===== config.mk =====
export PLATFORM = sky130hd
export DESIGN_NAME = wl1_best
export DESIGN_NICKNAME = d
export VERILOG_FILES = /design/src/rtl/wl1_pkg.sv /design/src/rtl/wl1_best.sv
export SDC_FILE = /design/constraint.sdc
export NUM_CORES = 1
export LEC_CHECK = 0
export ABC_AREA = 1
export BUFFER_PORTS_ARGS = -buffer_cell sky130_fd_sc_hd__buf_2
export CAP_MARGIN = 20
export CORE_MARGIN = 5
export CORE_UTILIZATION = 54
export CTS_CLUSTER_DIAMETER = 80
export DETAILED_ROUTE_END_ITERATION = 8
export GPL_TIMING_DRIVEN = 1
export PLACE_DENSITY_LB_ADDON = 0.15
export SLEW_MARGIN = 40
export SYNTH_ARGS = -nofsm -noshare
export SYNTH_HDL_FRONTEND = slang
export SYNTH_SLANG_ARGS = --single-unit

===== constraint.sdc =====
create_clock -name clk_i -period 6.9 [get_ports clk_i]
set_clock_uncertainty 0.15 [all_clocks]
set_input_delay 0.69 -clock clk_i [delete_from_list [all_inputs] [get_ports clk_i]]
set_output_delay 0.69 -clock clk_i [all_outputs]
set_load 0.05 [all_outputs]

===== src/rtl/wl1_pkg.sv =====
// ----------------------------------------------------------------------------
// wl1_pkg: shared types and constants
// Widths, config indexes and the pipeline sideband type of the weighted
// L1 nearest neighbor unit.
// ----------------------------------------------------------------------------
package wl1_pkg;

  localparam int MAX_DIMS         = 8;
  localparam int COMP_WIDTH       = 16;
  localparam int WEIGHT_FRAC_BITS = 12;
  localparam int WEIGHT_WIDTH     = 16;
  localparam int DIST_WIDTH       = 24;
  localparam int ID_WIDTH         = 64;
  localparam int CFG_DATA_WIDTH   = 64;
  localparam int CFG_INDEX_WIDTH  = 2;
  localparam int DIMS_WIDTH       = 4;

  localparam int PROD_WIDTH = COMP_WIDTH + WEIGHT_WIDTH;
  localparam int PAIRS      = MAX_DIMS / 2;
  localparam int PAIR_WIDTH = PROD_WIDTH + 1;
  localparam int SUM_WIDTH  = PROD_WIDTH + $clog2(MAX_DIMS);

  localparam logic [DIST_WIDTH-1:0] DIST_MAX = '1;
  localparam logic [CFG_DATA_WIDTH-1:0] RECIP_RESET = 64'h1000_1000_1000_1000;
  localparam logic [DIMS_WIDTH-1:0] DIMS_RESET = DIMS_WIDTH'(MAX_DIMS);

  typedef enum logic [CFG_INDEX_WIDTH-1:0] {
    CFG_RECIP_LOW  = 2'd0,
    CFG_RECIP_HIGH = 2'd1,
    CFG_DIMS       = 2'd2
  } cfg_index_e;

  typedef enum logic {
    FUNC_QUERY = 1'b0,
    FUNC_CAND  = 1'b1
  } func_e;

  // sideband that travels with a beat down the pipeline
  typedef struct packed {
    logic                  valid;
    func_e                 func;
    logic                  last;
    logic [ID_WIDTH-1:0]   id;
    logic [DIST_WIDTH-1:0] bound;
  } meta_t;

endpackage


===== src/rtl/wl1_best.sv =====
// ----------------------------------------------------------------------------
// wl1_best: running best and result register
// Keeps the smallest distance seen since the last query load and hands
// out the result beat on the last candidate of a group.
// ----------------------------------------------------------------------------
module wl1_best import wl1_pkg::*; (
  input  logic                  clk_i,
  input  logic                  rst_ni,
  input  meta_t                 meta_i,
  input  logic [DIST_WIDTH-1:0] dist_i,
  input  logic                  out_stall_i,
  output logic                  blocked_o,
  output logic                  out_valid_o,
  output logic                  found_o,
  output logic [ID_WIDTH-1:0]   best_id_o,
  output logic [DIST_WIDTH-1:0] best_distance_o
);

  logic [DIST_WIDTH-1:0] best_dist_d, best_dist_q;
  logic [ID_WIDTH-1:0]   best_id_d, best_id_q;
  logic                  found_d, found_q;
  logic                  out_valid_d, out_valid_q;
  logic                  found_out_q;
  logic [ID_WIDTH-1:0]   id_out_q;
  logic [DIST_WIDTH-1:0] dist_out_q;
  logic                  take, emit;

  // only a result beat that meets a full, stalled output holds the pipe
  assign blocked_o = meta_i.valid && (meta_i.func == FUNC_CAND) && meta_i.last &&
                     out_valid_q && out_stall_i;
  assign take = meta_i.valid && !blocked_o;
  assign emit = take && (meta_i.func == FUNC_CAND) && meta_i.last;

  always_comb begin
    best_dist_d = best_dist_q;
    best_id_d   = best_id_q;
    found_d     = found_q;
    if (take) begin
      if (meta_i.func == FUNC_QUERY) begin
        best_dist_d = meta_i.bound;
        best_id_d   = '0;
        found_d     = 1'b0;
      end else if (dist_i < best_dist_q) begin
        best_dist_d = dist_i;
        best_id_d   = meta_i.id;
        found_d     = 1'b1;
      end
    end
    out_valid_d = emit || (out_valid_q && out_stall_i);
  end

  always_ff @(posedge clk_i or negedge rst_ni) begin
    if (!rst_ni) begin
      best_dist_q <= DIST_MAX;
      best_id_q   <= '0;
      found_q     <= 1'b0;
      out_valid_q <= 1'b0;
    end else begin
      best_dist_q <= best_dist_d;
      best_id_q   <= best_id_d;
      found_q     <= found_d;
      out_valid_q <= out_valid_d;
    end
  end

  always_ff @(posedge clk_i) begin
    if (emit) begin
      found_out_q <= found_d;
      id_out_q    <= found_d ? best_id_d : '0;
      dist_out_q  <= best_dist_d;
    end
  end

  assign out_valid_o     = out_valid_q;
  assign found_o         = found_out_q;
  assign best_id_o       = id_out_q;
  assign best_distance_o = dist_out_q;

endmodule


==> out/qor.txt <==
Die Y-Extent: 139 um
total power per unit cell area: 300 nW/um^2
Tcrit/Tclk final: 0.520
antenna-violating nets left: 0
Synth Instances: 1088
last weighted congestion value of the routability-driven placer: 0.833
overflow left after global routing: 0
Post-Synthesis Mean Instance Area: 8.30 sq um
post-route setup TNS: 0 ps
result of the run: finished clean
static power due to leakage: 5.65 nW
number of clock sinks: 179
wirelength, routed: 21900 um
Synth warnings: 0
number of optimization iterations in the first detailed-route pass: 5
worst relative slew slack: 0.448
number of storage elements in the synthesis netlist: 179
Post-Route Utilization: 0.654
final setup vio count: 0
clock-pin slew on the worst setup and hold paths: 70 ps
Max Cap Viol: 0
global-route total usage across every layer: 0.226
number of buffers added for setup after CTS: 0
number of gates given a new drive strength after cts: 0
width of the die: 139 um
IO Port Bufs: 208
Unique masters post-synth: 23
worst-margin pin slew: 828 ps
cell area after placement: 10200 sq um
element type at the critical path end: flip-flop
type of the setup path with the least slack: flip-flop to flip-flop
maximum VDD drop: 0.171 mV
highest clock frequency the design can meet: 0.279 GHz
WL/cell: 14.6 um
unrepaired setup endpoints after global routing: no
post-route worst setup slack: 3320 ps
Worst EP required: 6920 ps
critical path cell sequence: inv_1 -> ha_1 -> nand2_1 -> inv_1 -> nand2_1 -> nand2_1 -> nand2_1 -> nand2_1 -> a21oi_4 -> buf_4 -> nand2_4 -> buf_6 -> o21ai_0 -> nand2_1 -> nand2_1 -> inv_1
IO Count: 209
post-route insts no fill: 1503
starting density of the core: 0.547
net count of the mapped netlist: 1229
area of the die: 19400 sq um
total count of hold-check failures in the final report: 0
Net count, final: 1408
DP HPWL: 14000 um
clock tree root buffer cell: sky130_fd_sc_hd__clkbuf_16
area of the mapped netlist: 9030 sq um
Final Cell Area: 10800 sq um
CTS tree: done
Cell Count Post-Placement: 1468
FF/Latch Area: 4950 sq um
number of max-slew violations in the final report: 0
pre-CTS setup slack: 3050 ps
multi-input gate area in the final layout: 3130 sq um
pin count of the biggest net entering global routing: 89
layout cells sized above 1: 0.227
detailed-route DRC error count: 0
CTS H-tree lvls: 4
detailed-route vias per instance: 4.98
delay of the slowest cell on the worst path: 590 ps
area of the core: 16500 sq um
Skew-Pair Late Insertion Delay: 420 ps
path type of the worst min-delay path: primary input to async pin
Layout fillers: 1421
maximum clock insertion buffer count: 2
clock period minus final worst setup slack: 3580 ps
critical path data arrival time: 3600 ps
maximum fanout along the worst path: 88
initial antenna violation count: 4
nature of the critical path startpoint: flip-flop
vias in the first global route: 7120
FP Rows: 47
register area share after synthesis: 0.548
global-route wire length before repair: 35700 um
Most common cell on crit path: sky130_fd_sc_hd__nand2_1
CP max stage cell: sky130_fd_sc_hd__buf_4
Num CTS Buffers: 17
overall via count from detail_route: 7486
post-cts hold buffer count: 0
initial detailed-routing violation count: 492
area added between synthesis and finish: 19.6%
[state kept, by name (all words and copies together) (netlist names)]
signal and cells:
best_distance_o 24, found_q 1, out_valid_o 1, best_id_o 64
best_id_q 64, best_dist_q 24, found_o 1
[path summary, 6_finish.rpt]
check | start | slack, ps | endpoint | cells past startpoint
worst min register to register | best_id_q[31] | 350 | best_id_q[31] | 2
min in group clk_i | best_id_q[31] | 350 | best_id_q[31] | 2
worst max register to register | best_dist_q[11] | 3320 | best_distance_o[1] | 16
worst max-delay path | best_dist_q[11] | 3320 | best_distance_o[1] | 16
worst min-delay path | rst_ni | 80 | best_id_q[49] | 1
max in group asynchronous | rst_ni | 5620 | best_dist_q[17] | 2
[synthesized netlist by cell type (all sizes together)]
cell type	n	area [sq um]
edfxtp	89	2670
a21oi	97	523
buf	43	243
nor2	11	41.3
dfstp	24	631
o21a	1	7.51
clkbuf	15	56.3
nand2	372	1400
a21o	2	15.0
dfrtp	66	1650
o21ai	26	141
ha	23	288
and2	1	6.26
inv	188	706
nand3	130	656
[cells in the final DEF, fill, tap and decap left out]
cell,Yosys,layout
sky130_fd_sc_hd__buf_8,0,1
sky130_fd_sc_hd__clkbuf_16,0,17
sky130_fd_sc_hd__ha_1,23,23
sky130_fd_sc_hd__o21ai_4,1,2
sky130_fd_sc_hd__buf_2,29,207
sky130_fd_sc_hd__o21a_1,1,1
sky130_fd_sc_hd__a21oi_4,0,2
sky130_fd_sc_hd__bufinv_16,0,2
sky130_fd_sc_hd__clkinvlp_4,0,2
sky130_fd_sc_hd__nand3_1,129,129
sky130_fd_sc_hd__dfrtp_1,66,66
sky130_fd_sc_hd__nand2_4,0,1
sky130_fd_sc_hd__clkbuf_1,15,2
sky130_fd_sc_hd__inv_1,186,186
sky130_fd_sc_hd__buf_6,1,4
sky130_fd_sc_hd__o21ai_0,18,18
sky130_fd_sc_hd__clkbuf_8,0,3
sky130_fd_sc_hd__o21ai_1,7,6
sky130_fd_sc_hd__inv_2,2,2
sky130_fd_sc_hd__diode_2,0,3
sky130_fd_sc_hd__dfstp_2,24,24
sky130_fd_sc_hd__nor2_4,0,1
sky130_fd_sc_hd__inv_6,0,3
sky130_fd_sc_hd__nand2_1,372,370
sky130_fd_sc_hd__nand2_2,0,1
sky130_fd_sc_hd__a21o_1,2,2
sky130_fd_sc_hd__a21oi_2,10,10
sky130_fd_sc_hd__buf_4,10,6
sky130_fd_sc_hd__and2_1,1,1
sky130_fd_sc_hd__clkinv_4,0,2
sky130_fd_sc_hd__nor2_1,11,10
sky130_fd_sc_hd__a21oi_1,87,85
sky130_fd_sc_hd__edfxtp_1,89,89
sky130_fd_sc_hd__clkinv_1,0,1
sky130_fd_sc_hd__nand3_2,1,1
[per-layer routing]
layer	vias to the layer above	global-route usage	wire length, um	part of all wire
li1	3792	-	-	-
met1	3409	0.312	9820	0.45
met2	254	0.356	10200	0.47
met3	29	0.0583	1480	0.067
met4	2	0.0644	415	0.019
met5	-	0	13	0.00059
[critical path, delay by kind of cell, from the launching register on]
| family | cells | cell delay (ps) |
|---|---|---|
| buffers and inverters | 5 | 1130 |
| adder cells (fa/ha/maj) | 1 | 290 |
| flip-flops | 1 | 510 |
| AND/OR/NAND/NOR | 8 | 800 |
| AO/OA/AOI/OAI | 2 | 410 |
[cell type report]
class,count,share of cell area
antenna,3,0.000695
clock buffer,22,0.0439
clock inverter,10,0.0113
inverter,188,0.0653
multi-input combinational,663,0.289
sequential,179,0.458
tap,220,0.0255
timing repair buffer,218,0.106
[where the power goes]
group	switching [mW]	internal, mW
Clock	0.407	0.567
Combinational	0.620	0.273
Sequential	0.0617	1.32
Total	1.09	2.16
[logic make-up after synthesis]
kind of cell | Yosys count | share of synthesized area
fa+ha+maj | 23 | 0.0319
flops | 179 | 0.548
compound gates | 126 | 0.0760
buf+inv | 246 | 0.111
simple gates | 514 | 0.232
[through the flow]
| stage | power, mW | hold slack, ps |
|---|---|---|
| 3_5_place_dp | 2.29 | 334 |
| 5_1_grt | 3.45 | 99.3 |
| 2_1_floorplan | 2.08 | 244 |
| 6_report | 3.25 | 77.1 |
| 3_3_place_gp | 2.27 | 331 |
| 4_1_cts | 3.27 | 72.9 |
Power figures use the tool's default switching activity.
