### src/rtl/wl1_pkg.sv
// ----------------------------------------------------------------------------
// wl1_pkg: shared types and constants
// Widths, config indexes and the pipeline sideband type of the weighted
// L1 nearest neighbor unit.
// ----------------------------------------------------------------------------
package wl1_pkg;

  localparam int MAX_DIMS         = 8;
  localparam int COMP_WIDTH       = 16;
  localparam int WEIGHT_FRAC_BITS = 12;
  localparam int WEIGHT_WIDTH     = 16;
  localparam int DIST_WIDTH       = 24;
  localparam int ID_WIDTH         = 64;
  localparam int CFG_DATA_WIDTH   = 64;
  localparam int CFG_INDEX_WIDTH  = 2;
  localparam int DIMS_WIDTH       = 4;

  localparam int PROD_WIDTH = COMP_WIDTH + WEIGHT_WIDTH;
  localparam int PAIRS      = MAX_DIMS / 2;
  localparam int PAIR_WIDTH = PROD_WIDTH + 1;
  localparam int SUM_WIDTH  = PROD_WIDTH + $clog2(MAX_DIMS);

  localparam logic [DIST_WIDTH-1:0] DIST_MAX = '1;
  localparam logic [CFG_DATA_WIDTH-1:0] RECIP_RESET = 64'h1000_1000_1000_1000;
  localparam logic [DIMS_WIDTH-1:0] DIMS_RESET = DIMS_WIDTH'(MAX_DIMS);

  typedef enum logic [CFG_INDEX_WIDTH-1:0] {
    CFG_RECIP_LOW  = 2'd0,
    CFG_RECIP_HIGH = 2'd1,
    CFG_DIMS       = 2'd2
  } cfg_index_e;

  typedef enum logic {
    FUNC_QUERY = 1'b0,
    FUNC_CAND  = 1'b1
  } func_e;

  // sideband that travels with a beat down the pipeline
  typedef struct packed {
    logic                  valid;
    func_e                 func;
    logic                  last;
    logic [ID_WIDTH-1:0]   id;
    logic [DIST_WIDTH-1:0] bound;
  } meta_t;

endpackage

### src/rtl/wl1_merge.sv
// ----------------------------------------------------------------------------
// wl1_merge: lane merge
// Two-stage adder tree over the lane products, then the fixed point
// shift and saturation to the distance width.
// ----------------------------------------------------------------------------
module wl1_merge import wl1_pkg::*; (
  input  logic                  clk_i,
  input  logic                  rst_ni,
  input  logic                  adv_i,
  input  logic [PROD_WIDTH-1:0] prod_i [MAX_DIMS],
  input  meta_t                 meta_i,
  output logic [DIST_WIDTH-1:0] dist_o,
  output meta_t                 meta_o
);

  logic [PAIR_WIDTH-1:0] pair_q [PAIRS];
  logic [SUM_WIDTH-1:0]  sum, shifted;
  logic [DIST_WIDTH-1:0] dist_d, dist_q;
  meta_t                 s2_meta_q, s3_meta_q;

  always_ff @(posedge clk_i) begin
    if (adv_i) begin
      for (int p = 0; p < PAIRS; p++) begin
        pair_q[p] <= PAIR_WIDTH'(prod_i[2*p]) + PAIR_WIDTH'(prod_i[2*p+1]);
      end
      dist_q <= dist_d;
    end
  end

  always_comb begin
    sum = '0;
    for (int p = 0; p < PAIRS; p++) begin
      sum = sum + SUM_WIDTH'(pair_q[p]);
    end
    shifted = sum >> WEIGHT_FRAC_BITS;
    dist_d  = (shifted > SUM_WIDTH'(DIST_MAX)) ? DIST_MAX : shifted[DIST_WIDTH-1:0];
  end

  always_ff @(posedge clk_i or negedge rst_ni) begin
    if (!rst_ni) begin
      s2_meta_q <= '0;
      s3_meta_q <= '0;
    end else if (adv_i) begin
      s2_meta_q <= meta_i;
      s3_meta_q <= s2_meta_q;
    end
  end

  assign dist_o = dist_q;
  assign meta_o = s3_meta_q;

endmodule

### config.mk
export PLATFORM = sky130hd
export DESIGN_NAME = wl1_merge
export DESIGN_NICKNAME = d
export VERILOG_FILES = /design/src/rtl/wl1_pkg.sv /design/src/rtl/wl1_merge.sv
export SDC_FILE = /design/constraint.sdc
export NUM_CORES = 1
export LEC_CHECK = 0
export CAP_MARGIN = 10
export CORE_UTILIZATION = 43
export CTS_BUF_LIST = sky130_fd_sc_hd__clkbuf_8
export CTS_CLUSTER_SIZE = 28
export DETAILED_ROUTE_END_ITERATION = 12
export DONT_BUFFER_PORTS = 1
export PLACE_DENSITY_LB_ADDON = 0.3
export REMOVE_ABC_BUFFERS = 1
export SETUP_SLACK_MARGIN = 0.1
export SYNTH_ARGS = -nofsm -noshare
export SYNTH_HDL_FRONTEND = slang
export SYNTH_SLANG_ARGS = --single-unit
### constraint.sdc
create_clock -name clk_i -period 4.3 [get_ports clk_i]
set_clock_uncertainty 0.2 [all_clocks]
set_input_delay 0.215 -clock clk_i [delete_from_list [all_inputs] [get_ports clk_i]]
set_output_delay 0.215 -clock clk_i [all_outputs]
set_load 0.02 [all_outputs]
==> results of run 1 <==
==> per-stage QoR <==
step | hold slack (ns) | setup WS (ns) | cell area (µm²) | util (%)
after floorplan | -0.2806 | 0.7916 | 21300 | -
after global placement | -0.2775 | 0.4253 | 22150 | 45.06
after detailed placement | -0.2773 | 0.3619 | 22150 | 45.06
==> logic make-up after synthesis <==
kind of cell	after synthesis	share of synthesized area, %
adder cells (fa/ha/maj)	229	15.75
multiplexers	189	9.877
AND/OR/NAND/NOR	355	8.106
other	1	0.01745
flip-flops	337	42.86
XOR/XNOR	116	4.729
AO/OA/AOI/OAI	456	13.96
buffers and inverters	268	4.705
==> flow_summary.yaml, run 1 <==
clock_network:
  htree_levels: 2
  cts_buffers: 55
  cts_buffer_depth: 3
  cts_sinks: 337
  cts_resized: 0
  ctsHoldBuffers: 535
  post_cts_buffers: 0
  root_buffer: "clkbuf_8"
logic_synthesis:
  ys_seq_area_share_pct: 42.86
  syn_area_um2: 21490
  ys_types: 78
  yosys.area.top_type: "edfxtp_1"
  ys_ff_latch: 337
  synth_edf_count: 155
  synthTopCellsByArea: "edfxtp_1 (22%), dfrtp_1 (21%), mux2_2 (9.6%)"
  ys_top_cells_by_count: "inv_1 (221), mux2_2 (184), dfrtp_1 (182), ha_1 (160), edfxtp_1 (155)"
  yosysWarningCount: 0
  synth-main-ff-cell: "dfrtp_1"
  synthCells: 1951
  yosysMostFrequentCell: "inv_1"
  syn_area_per_cell_um2: 11.01
  synth_top_area_share_pct: 21.66
  ys_async_sr_fraction_pct: 54.01
place:
  dp_cells: 2570
  portBuffers: 0
  dp_hpwl_um: 43040
  gp_congestion: 0.9411
floorplan:
  dieHeight_um: 225.5
  num_rows: 81
  pin_count: 465
  die_width_um: 225.5
  start_util_pct: 43.71
outcome:
  error: "[ERROR RSZ-0060] Max buffer count reached."
  lastStage: "clock tree synthesis"
  outcome: "did not finish"
==> run 2, diff against run 1 <==
CORE_UTILIZATION = 28   (was 43)
CTS_BUF_LIST = default   (was sky130_fd_sc_hd__clkbuf_8)
CTS_CLUSTER_SIZE = default   (was 28)
PLACE_DENSITY_LB_ADDON = 0.15   (was 0.3)
SETUP_SLACK_MARGIN = default   (was 0.1)
==> flow_summary.yaml, run 2 <==
outcome:
  outcome: "finished with violations"
  violations: "hold timing"
timing:
  rsz0062_at_grt: "no"
  timing.hold.ws_ns: -0.8540
  tightest_slew_ns: 1.123
  finalHoldViolCount: 182
  timing.fmax_ghz: 0.2535
  setup_viol: 0
  period_needed_ns: 3.945
  fin_crit_sh_pct: 91.75
  relSlewSlack_pct: 25.16
  drv_slew: 0
  fin_setup_tns_ns: 0
layout:
  regMostFlops: "pair_q"
  syn_to_final_growth_pct: 36.55
  layout-drive-gt1-share_pct: 11.12
  final_cell_mix: "dlygate4sd3_1 (523), inv_1 (221), mux2_2 (184)"
  fillers: 7454
  largest_register_ffs: 132
  nets: 3057
  layout_commonest_cell: "dlygate4sd3_1"
  final_cell_count_no_fill: 3541
logic_synthesis:
  ys_async_sr_fraction_pct: 54.01
  ys_seq_area_share_pct: 42.86
  ys_top_cells_by_count: "inv_1 (221), mux2_2 (184), dfrtp_1 (182), ha_1 (160), edfxtp_1 (155)"
  yosysWarningCount: 0
  synth-main-ff-cell: "dfrtp_1"
  synth_top_area_share_pct: 21.66
  synthCells: 1951
  ys_ff_latch: 337
  ys_types: 78
  yosysMostFrequentCell: "inv_1"
  synth_edf_count: 155
  synthTopCellsByArea: "edfxtp_1 (22%), dfrtp_1 (21%), mux2_2 (9.6%)"
  syn_area_um2: 21490
  syn_area_per_cell_um2: 11.01
  yosys.area.top_type: "edfxtp_1"
grt:
  grt_max_degree: 183
  top_usage_layer: "met2"
  grt_usage_pct: 16.86
  grt_pass1_vias: 17730
  gr-usage-met1_pct: 20.50
  grt_overflow_total: 0
  use_met3_pct: 5.029
  antenna_found_initial: 12
  use_met2_pct: 28.93
  grt_pass1_wl_um: 101900
floorplan:
  die_width_um: 279.0
  start_util_pct: 28.29
  pin_count: 465
  die-area_um2: 77850
  dieHeight_um: 279.0
  core-area_um2: 75950
  num_rows: 101
job:
  maxCapViolCount: 0
power:
  swShare_pct: 35.31
  combinationalPowerShare_pct: 39.9
  seqPwrFrac_pct: 34.0
  p_clk_share_pct: 26.1
  power_density_nw_per_um2: 482.4
  peakVddDrop_mv: 0.2954
  power.leakage_nw: 12.62
  internal-power_w: 0.009156
  switching_power_w: 0.004998
clock_network:
  root_buffer: "clkbuf_16"
  cts_sinks: 337
  clk_latency_ns: 0.56
  ctsHoldBuffers: 524
  htree_levels: 2
  cts_buffers: 42
  cts_buffer_depth: 3
  cts.clk_slew.worst_paths_ns: 0.06
  cts_tree: "yes"
place:
  portBuffers: 0
  dp_cells: 2939
  gp_congestion: 0.8497
  dp_hpwl_um: 48820
detailed_routing:
  antenna_left: 0
  via_count: 16700
  detail_route.vias_per_cell: 4.715
  post_drt_wl_per_cell_um: 18.65
  drt-total-wl_um: 66040
  dr.pass1.iters: 7
  drt_drc_violations_left: 0
  first_iter_violations: 676
setup_path:
  endpoint_kind: "register"
  critical-path-top-delay-family: "compound AO/OA/AOI/OAI gates"
  startpoint_type: "register"
  cp.required_ns: 4.40
  max_stage_delay_ns: 0.53
  cp_num_buf_inv: 3
  cp_slowest_cell: "fa_1"
  critPathMaxFanout: 3
  path_cells: "inv_1, fa_1, inv_1, fa_1, ha_1, o21ai_0, a22oi_1, a211oi_2, buf_4, a21oi_1, o21ai_0, a21oi_1, mux2i_1, nand2_1"
  path_class: "reg -> reg"
  critPathArrivalTime_ns: 4.04
hold_path:
  worstHoldPathType: "in -> async"
run 2: cell counts after synthesis:
No cell type changed its count.
run 2: power groups by stage:
stage	Clock, W	Combinational, W	Sequential [W]
6_report	0.00369	0.00565	0.00481
5_1_grt	0.00394	0.00636	0.00488
4_1_cts	0.00384	0.00565	0.00482
3_5_place_dp	0	0.00489	0.00487
3_3_place_gp	0	0.00482	0.00488
2_1_floorplan	0	0.00373	0.00471
run 2: layout make-up:
type	instances	area (µm²)	area share [%]
Antenna cell	2	5.005	0.01706
Clock buffer	57	1200	4.090
Clock inverter	18	230.2	0.7847
Inverter	221	829.5	2.827
Multi-Input combinational cell	1346	11270	38.41
Sequential cell	337	9209	31.39
Tap cell	1030	1289	4.393
Timing Repair Buffer	530	5308	18.09
run 2: through the flow:
stage	hold slack [ns]	power, W	instance area, µm²	utilization [%]	setup WS, ns
2_1_floorplan	-0.2806	0.008440	21300	-	0.7916
3_3_place_gp	-0.2761	0.009690	22630	29.80	0.3162
3_5_place_dp	-0.2759	0.009759	22630	29.80	0.2991
4_1_cts	-0.8935	0.01431	29320	38.61	0.2391
5_1_grt	-0.8851	0.01518	29340	38.63	0.06796
6_report	-0.8540	0.01415	29340	38.63	0.3546
run 2: worst paths after layout:
| kind | slack (ns) | from | cells after the start | to |
|---|---|---|---|---|
| setup / recovery | 0.35 | pair_q[0][4] | 14 | dist_o[16] |
| hold / removal | -0.85 | rst_ni | 0 | s2_meta_q[75] |
| setup reg to reg | 0.35 | pair_q[0][4] | 14 | dist_o[16] |
| hold reg to reg | 0.32 | s2_meta_q[38] | 1 | meta_o[38] |
| max in group asynchronous | 4.50 | rst_ni | 0 | s2_meta_q[1] |
| min in group clk_i | 0.03 | prod_i[213] | 2 | pair_q[0][21] |
run 2: cell families (layout without fill, tap and decap cells):
logic type               after synthesis  count (layout)  synth area share [%]
AO/OA/AOI/OAI                        456             456                 13.96
buffers and inverters                268             826                 4.705
adder cells (fa/ha/maj)              229             229                 15.75
AND/OR/NAND/NOR                      355             355                 8.106
XOR/XNOR                             116             116                 4.729
multiplexers                         189             189                 9.877
flip-flops                           337             337                 42.86
other                                  1               3               0.01745
run 2: repair_timing:
action                                  CTS  global route
endpoints found under the setup margin    0             1
resized for setup                         0             2
buffers inserted                          0             1
hold endpoints to repair                633           182
run 2: routing by layer:
| metal | routed length, µm | vias to the layer above |
|---|---|---|
| met4 | 1578 | 20 |
| met5 | 130 | - |
| li1 | - | 8001 |
| met3 | 4907 | 117 |
| met2 | 31690 | 452 |
| met1 | 27730 | 8106 |
No activity file was read; power rests on OpenSTA's default activity.
