==> config.mk <==
export PLATFORM = sky130hd
export DESIGN_NAME = wl1_lane
export DESIGN_NICKNAME = d
export VERILOG_FILES = /design/src/rtl/wl1_pkg.sv /design/src/rtl/wl1_lane.sv
export SDC_FILE = /design/constraint.sdc
export NUM_CORES = 1
export LEC_CHECK = 0
export ABC_CLOCK_PERIOD_IN_PS = 7900
export BUFFER_PORTS_ARGS = -buffer_cell sky130_fd_sc_hd__buf_2
export CAP_MARGIN = 20
export CORE_MARGIN = 2
export CORE_UTILIZATION = 50
export CTS_CLUSTER_DIAMETER = 200
export CTS_CLUSTER_SIZE = 40
export DETAILED_ROUTE_END_ITERATION = 10
export GPL_ROUTABILITY_DRIVEN = 0
export GPL_TIMING_DRIVEN = 0
export HOLD_SLACK_MARGIN = 0.03
export PLACE_DENSITY = 0.77
export RECOVER_POWER = 50
export SYNTH_ARGS = -nofsm -noshare
export SYNTH_HDL_FRONTEND = slang
export SYNTH_SLANG_ARGS = --single-unit
==> constraint.sdc <==
create_clock -name clk_i -period 7.9 [get_ports clk_i]
set_input_delay 0.395 -clock clk_i [delete_from_list [all_inputs] [get_ports clk_i]]
set_output_delay 0.395 -clock clk_i [all_outputs]
set_load 0.01 [all_outputs]
==> src/rtl/wl1_pkg.sv <==
// ----------------------------------------------------------------------------
// wl1_pkg: shared types and constants
// Widths, config indexes and the pipeline sideband type of the weighted
// L1 nearest neighbor unit.
// ----------------------------------------------------------------------------
package wl1_pkg;

  localparam int MAX_DIMS         = 8;
  localparam int COMP_WIDTH       = 16;
  localparam int WEIGHT_FRAC_BITS = 12;
  localparam int WEIGHT_WIDTH     = 16;
  localparam int DIST_WIDTH       = 24;
  localparam int ID_WIDTH         = 64;
  localparam int CFG_DATA_WIDTH   = 64;
  localparam int CFG_INDEX_WIDTH  = 2;
  localparam int DIMS_WIDTH       = 4;

  localparam int PROD_WIDTH = COMP_WIDTH + WEIGHT_WIDTH;
  localparam int PAIRS      = MAX_DIMS / 2;
  localparam int PAIR_WIDTH = PROD_WIDTH + 1;
  localparam int SUM_WIDTH  = PROD_WIDTH + $clog2(MAX_DIMS);

  localparam logic [DIST_WIDTH-1:0] DIST_MAX = '1;
  localparam logic [CFG_DATA_WIDTH-1:0] RECIP_RESET = 64'h1000_1000_1000_1000;
  localparam logic [DIMS_WIDTH-1:0] DIMS_RESET = DIMS_WIDTH'(MAX_DIMS);

  typedef enum logic [CFG_INDEX_WIDTH-1:0] {
    CFG_RECIP_LOW  = 2'd0,
    CFG_RECIP_HIGH = 2'd1,
    CFG_DIMS       = 2'd2
  } cfg_index_e;

  typedef enum logic {
    FUNC_QUERY = 1'b0,
    FUNC_CAND  = 1'b1
  } func_e;

  // sideband that travels with a beat down the pipeline
  typedef struct packed {
    logic                  valid;
    func_e                 func;
    logic                  last;
    logic [ID_WIDTH-1:0]   id;
    logic [DIST_WIDTH-1:0] bound;
  } meta_t;

endpackage

==> src/rtl/wl1_lane.sv <==
// ----------------------------------------------------------------------------
// wl1_lane: one dimension of the distance
// Absolute difference of candidate and query component times the
// reciprocal weight, registered.
// ----------------------------------------------------------------------------
module wl1_lane import wl1_pkg::*; (
  input  logic                         clk_i,
  input  logic                         adv_i,
  input  logic                         en_i,
  input  logic signed [COMP_WIDTH-1:0] comp_i,
  input  logic signed [COMP_WIDTH-1:0] query_i,
  input  logic [WEIGHT_WIDTH-1:0]      weight_i,
  output logic [PROD_WIDTH-1:0]        prod_o
);

  logic [COMP_WIDTH-1:0] a, b, diff;
  logic [PROD_WIDTH-1:0] prod_d, prod_q;

  // offset binary: unsigned order equals signed order
  assign a = {~comp_i[COMP_WIDTH-1], comp_i[COMP_WIDTH-2:0]};
  assign b = {~query_i[COMP_WIDTH-1], query_i[COMP_WIDTH-2:0]};

  always_comb begin
    diff   = (a > b) ? (a - b) : (b - a);
    prod_d = '0;
    if (en_i) begin
      prod_d = {{WEIGHT_WIDTH{1'b0}}, diff} * {{COMP_WIDTH{1'b0}}, weight_i};
    end
  end

  always_ff @(posedge clk_i) begin
    if (adv_i) begin
      prod_q <= prod_d;
    end
  end

  assign prod_o = prod_q;

endmodule

==> results list, run 1 <==
- Status: finished, violations left
- Failing checks: capacitance limit, slew limit
* Number of primary I/O pins: 83
- Clk buf depth: 2
- Min setup slack post-route: approximately 0.11 ns
- Area fraction of the dominant cell type after synthesis: 0.317
* Number of violations reported at the end of detailed-routing iteration 0: around 740
- After clock tree synthesis, the clock-pin slew on the worst setup and hold paths is 0.05 ns.
- Synthesis-to-layout area growth: 12.2%
- Max FFs per register: 32
* Setup TNS: 0 ns
- The number of slew-limit violations in the final report is 33.
* Overall die area: 26,000 um^2
- Filler Cells Inserted: around 2,100
- Hpwl dp: 25.7 mm
- Netlist area before placement: 12,400 um^2
* Floorplan Core Area: around 24,000 um^2
- Number of antenna violations at the first check in global routing: 1
- Highest clock frequency the design can meet: 128 MHz
* Worst slew slack as a fraction of its limit: -0.105
- Vias per inst: about 5.6
- Entering global routing, the biggest net connects 33 pins.
* Largest fanout on the critical path: 9
- Slowest stage cell, crit path: fa_1
- Most used standard cell by instance count after synthesis: inv_1
- Max capacitance violation total: 1
- Number of synthesized flops with an enable pin: 32
- The H-tree generated during clock tree synthesis spans 2 levels.
- Starting utilization of the core area: 0.509
* Most used standard cells in the synthesized netlist: inv_1 (252), nand2_1 (204), fa_1 (196)
- The netlist uses a little under 70 different library cells.
- Hold buffer count at cts: 0
* Final instance area: 13,900 um^2
- A synthesized cell averages 8.80 um^2.
- Pin slew with the least headroom to its limit: 1.66 ns
- Measured along the x axis, the die boundary spans approximately 160 um.
- In the global route stage, overall resource usage came out at 0.240.
- After layout, the minimum clock period comes to between 7 and 8 ns.
- Critical Path End Type: flip-flop
- Counting every sink on the clock net gives 32.
* Critical path startpoint category: primary input
* Wire length of the first global-routing pass: between 40 and 50 mm
- Post-placement setup slack: -1.02 ns
- Number of buffers inserted by port buffering: 66
- For this run, design rule violations remaining after detail routing come to 0.
- Total vias in the final route: 10,300
* Sequential element share of the synthesized area: 0.0776
- Number of hold-slack violations in the final timing report: 0
* Launch instance of the worst min-delay path: en_i
- Cells after synthesis: 1,406
- CP Class: in2reg
- Area after detailed placement: 13,100 um^2
- Fin crit share: 0.986
- Dominant cell type by area after synthesis: fa_1
- TritonCTS built the clock tree.
* CP peak stage delay: roughly 0.55 ns
- In the synthesized netlist the async set-or-reset flop fraction comes to 0.
- In the final layout, the share of cells above drive strength 1 is 0.144.
* Y dimension of the die: ~160 um
* Top cells by area, synth: fa_1 (32%), ha_1 (14%), edfxtp_1 (7.8%), inv_1 (7.6%), nand2_1 (6.2%)
- Synth warnings: 0
* First element of the critical path: comp_i[12]
- Site Rows: 57
- Via count of the first global-routing pass: 10,200
- Average routed wire per standard cell: 17.2 um
* CTS buffer count: 5
* Count of final setup violators: 0
* Worst endpoint data arrival time: 7.83 ns
- The tree is rooted in a clkbuf_16.
* Detailed Routing Iterations Pass 1: 5
- By instance count, the cell type seen most on the critical path is inv_1.
- Congestion Overflow GR: 0
- Hold timing on the final database bottoms out at a slack of 0.577 ns.
- Synthesis-stage register bit count: 32
* Total wire length: about 32 mm
- Fin nets: around 1,900
* Worst Hold Class: in2reg
* ANT nets after route: 0
- Main synth FF type: edfxtp_1
* CP required: 7.93 ns
- Synthesis produced a netlist with a net count of 1,788.
-- final cells by class --
cell class | count | area [um^2] | area share
multi-input cells | 1034 | 10300 | 0.743
flip-flops and latches | 32 | 961 | 0.0692
well taps | 324 | 405 | 0.0292
inverters | 253 | 950 | 0.0684
clock buffers | 5 | 125 | 0.00901
diodes | 2 | 5.00 | 0.000360
repair buffers | 101 | 607 | 0.0437
clock inverters | 3 | 13.8 | 0.000991
plain buffers | 83 | 502 | 0.0361
-- metal layers --
layer / vias up / part of all wire / global-route usage
li1: 4621 / - / -
met1: 5065 / 0.38 / 0.301
met2: 468 / 0.49 / 0.400
met3: 113 / 0.084 / 0.0568
met4: 2 / 0.044 / 0.101
met5: - / 0.00035 / 0
-- final timing paths --
path                                   end  depth (start not counted)  slack, ns
hold / removal    prod_o[27]$_SDFFCE_PN0P_                          2       0.58
setup / recovery  prod_o[26]$_SDFFCE_PN0P_                         33       0.11
-- layout by cell type (no fill, tap or decap), types with 5 or more instances in the layout --
cell and instances:
o21a_1 7, edfxtp_1 32, nand4_1 16, a21o_1 24
mux2i_4 5, nor2b_1 14, o211ai_1 6, clkbuf_1 63
inv_1 251, o21ai_1 9, ha_4 5, mux2i_1 20
buf_4 39, nor3_1 5, mux2_2 27, xor2_1 9
fa_1 191, mux2_4 6, xnor2_1 17, nand2_1 204
buf_2 56, o21ai_0 19, buf_1 5, o21bai_1 9
fa_2 5, and2_1 113, a21oi_2 7, nor2_1 14
ha_1 128, nand2b_1 42, clkbuf_16 6, nand3_1 5
buf_6 16, a21oi_1 52
-- cell families (layout without fill, tap and decap cells) --
group | Yosys count | count (layout) | synth area share
multiplexers | 61 | 61 | 0.0548
adder cells (fa/ha/maj) | 331 | 331 | 0.453
buffers and inverters | 340 | 445 | 0.115
flip-flops | 32 | 32 | 0.0776
AO/OA/AOI/OAI | 173 | 173 | 0.0920
other | 0 | 2 | 0
AND/OR/NAND/NOR | 434 | 434 | 0.178
XOR/XNOR | 35 | 35 | 0.0290
-- per-stage QoR --
stage | util | std cells
after floorplan | - | 1406
after global placement | 0.539 | 1796
after detailed placement | 0.539 | 1796
after CTS | 0.553 | 1816
after global routing | 0.571 | 1835
final | 0.571 | 1837
-- repair_timing --
item	CTS	global route
pin swaps	11	25
setup buffers	13	21
endpoints found under the setup margin	19	19
gates cloned	0	1
resized for setup	23	63
-- critical path, delay by kind of cell --
family	cells	cell delay, ns
buffers and inverters	11	1.09
AND/OR/NAND/NOR	6	1.05
AO/OA/AOI/OAI	5	1.20
adder cells (fa/ha/maj)	8	3.44
multiplexers	1	0.33
XOR/XNOR	2	0.33
Power of run 1 is not shown: default switching activity piles up to over one toggle a cycle in this logic, so the estimate is an artifact.
==> run 2: changes to the inputs <==
--- a/config.mk
+++ b/config.mk
@@ -9,14 +9,14 @@
 export BUFFER_PORTS_ARGS = -buffer_cell sky130_fd_sc_hd__buf_2
 export CAP_MARGIN = 20
 export CORE_MARGIN = 2
-export CORE_UTILIZATION = 50
+export CORE_UTILIZATION = 55
 export CTS_CLUSTER_DIAMETER = 200
 export CTS_CLUSTER_SIZE = 40
 export DETAILED_ROUTE_END_ITERATION = 10
 export GPL_ROUTABILITY_DRIVEN = 0
 export GPL_TIMING_DRIVEN = 0
 export HOLD_SLACK_MARGIN = 0.03
-export PLACE_DENSITY = 0.77
+export PLACE_DENSITY = 0.82
 export RECOVER_POWER = 50
 export SYNTH_ARGS = -nofsm -noshare
 export SYNTH_HDL_FRONTEND = slang
==> run 2 against run 1 <==
Compared with the run above: the flow still finishes with violations (capacitance limit, slew limit); sequential share of layout area about the same; routed wire length rose by 3.3%; first-iteration DRC count grew 37%; global-route usage up 2.7 points; count of clock-buffer cells in the layout unchanged; setup slack got worse by 0.029 ns; die area fell by 8.9%; cell area down 0.60%; worst hold slack improved by 0.015 ns; maximum frequency down 0.37%; critical path depth is 1 lower; non-clock buffer count rose by 1; critical endpoint unchanged; largest cell class unchanged.
==> results list, run 2 (same netlist as run 1, synthesis figures left out) <==
- Status: finished, violations left
* Failing checks: capacitance limit, slew limit
* Largest fanout on the critical path: 9 (unchanged)
- The leftover overflow at the end of global routing was 0 (unchanged).
- Y dimension of the die: 154 um (-4.5%)
- CP required: 7.94 ns (about the same)
* CP Class: in2reg
- The deepest level of the CTS H-tree was 2 (unchanged).
* Critical path startpoint category: primary input
* Clock Root Buffer: clkbuf_16
- The clock buffer count from CTS was 5 (unchanged).
- The number of cells in the design after placement was 1,752 (-2.4%).
- The detailed-router iteration count before antenna repair came to 5 (unchanged).
* Clk buf depth: 2 (unchanged)
* Shortest clock period the worst path allows after layout: 7.82 ns (+0.0291 ns)
- The max capacitance violation total came to 1 (unchanged).
* Hold buffer count at cts: 0 (unchanged)
- Slowest stage cell, crit path: fa_1
- Average routed wire per standard cell: 18.2 um (+5.8%)
* Non-filler instance count after layout: 1,793 (-2.4%)
- The number of violations reported at the end of detailed-routing iteration 0 came to 1,009 (+37%).
* Total buffers and inverters traversed by the critical path: 10 (-1)
* Site Rows: 54 (-5.3%)
* Critical Path End Type: flip-flop
* Launch instance of the worst min-delay path: en_i
- Number of antenna violations at the first check in global routing: 1 (unchanged)
- Worst hold path endpoint: prod_o[30]$_SDFFCE_PN0P_
- The total number of vias was 10,400 (+1.5%).
- Width of the die: 154 um (-4.5%)
- Number of buffers inserted by port buffering: 66 (unchanged)
* Most common library cell in the layout ignoring fill and taps: inv_1
- The largest net degree at the start of global routing is 33 (unchanged).
* Starting utilization of the core area: 0.564 (+0.0547)
- The number of slew-limit violations in the final report came to 33 (unchanged).
* Number of primary I/O pins: 83 (unchanged)
* GRT Overall Usage: 0.267 (+0.0265)
- Cell mode on critical path: fa_1
- The area of the core came to 22,000 um^2 (-9.7%).
- The detailed-route vias per instance was 5.81 (+4.0%).
- CP top delay family: adder cells
* Worst slew slack as a fraction of its limit: -0.172 (-0.0678)
- The full die area is 23,700 um^2 (-8.9%).
- The post-route clock period utilization is 0.990 (+0.00368).
* RSZ-0062 raised after global routing: true
* Worst hold path depth: 3 (+1)
- Setup TNS: 0 ns (unchanged)
- The critical path's largest stage delay was 0.57 ns (+0.02 ns).
- Highest clock frequency the design can meet: 128 MHz (-0.37%)
* Worst Hold Class: in2reg
* Max FFs per register: 32 (unchanged)
- The wire length of the first global-routing pass is 50.5 mm (+1.7%).
- Pin slew with the least headroom to its limit: 1.76 ns (+0.102 ns)
- The critical path arrival was 7.86 ns (+0.03 ns).
- From synthesis to final layout, the design area changed by 11.5%.
- The final setup violation count was 0 (unchanged).
- Number of hold-slack violations in the final timing report: 0 (unchanged)
- TritonCTS built the clock tree.
- First element of the critical path: comp_i[8]
* Via count of the first global-routing pass: 10,200 (+0.37%)
- Share of final-layout standard cells stronger than drive strength 1: 0.145 (+0.000566)
* Fin nets: 1,893 (+0.053%)
- The residual DRC count was 0 (unchanged).
- ANT nets after route: 0 (unchanged)
* CTS Sinks: 32 (unchanged)
* Highest-count cells in the layout ignoring fill and taps: inv_1 (252), nand2_1 (204), fa_1 (191), ha_1 (127), and2_1 (114)
- Clock transition at the register clock pins on the worst setup and hold paths after CTS: 0.05 ns (about the same)
- Hpwl dp: 25.7 mm (about the same)
- The total routed wirelength came to 32.7 mm (+3.3%).
run 2: cell count changes in the layout (fill, tap and decap cells not counted), sizes merged:
| cell | before | now |
|---|---|---|
| buf | 120 | 122 |
| diode | 2 | 1 |
| clkbuf | 69 | 68 |
run 2: worst max-delay path by stage:
| stage | cells past startpoint | to |
|---|---|---|
| after global routing | 34 | prod_o[25]$_SDFFCE_PN0P_ |
| after floorplan | 30 | prod_o[31]$_SDFFCE_PN0P_ |
| after detailed placement | 31 | prod_o[30]$_SDFFCE_PN0P_ |
| after CTS | 33 | prod_o[30]$_SDFFCE_PN0P_ |
| final | 32 | prod_o[26]$_SDFFCE_PN0P_ |
| after global placement | 29 | prod_o[25]$_SDFFCE_PN0P_ |
run 2: routing by layer:
layer | global-route usage | part of all wire
met1 | 0.333 | 0.36
met2 | 0.450 | 0.49
met3 | 0.0581 | 0.096
met4 | 0.112 | 0.048
met5 | 0 | 0.00046
run 2: through the flow:
step | hold WS [ns] | area, um^2 | utilization | worst slack [ns]
finish | 0.592 | 13800 | 0.629 | 0.0790
global route | 0.601 | 13800 | 0.628 | -0.115
CTS | 0.578 | 13400 | 0.609 | 0.0438
detailed placement | 0.806 | 13100 | 0.595 | -0.914
global placement | 0.803 | 13100 | 0.595 | -0.734
floorplan | 0.507 | 12400 | - | 0.316
run 2: timing repair:
item / 4_1_cts / 5_1_grt
setup endpoints to repair: 19 / 18
buffers inserted: 13 / 21
cloned: 0 / 1
pin swaps: 9 / 22
gates resized for setup: 19 / 66
run 2: final cells by class:
type | instances | area, um^2
diodes | 1 | 2.50
plain buffers | 84 | 503
clock buffers | 5 | 125
clock inverters | 3 | 13.8
fillers | 1744 | 8160
inverters | 253 | 950
multi-input cells | 1034 | 10300
flip-flops and latches | 32 | 961
well taps | 280 | 350
repair buffers | 101 | 583
Power of run 2 is left out for the same reason.
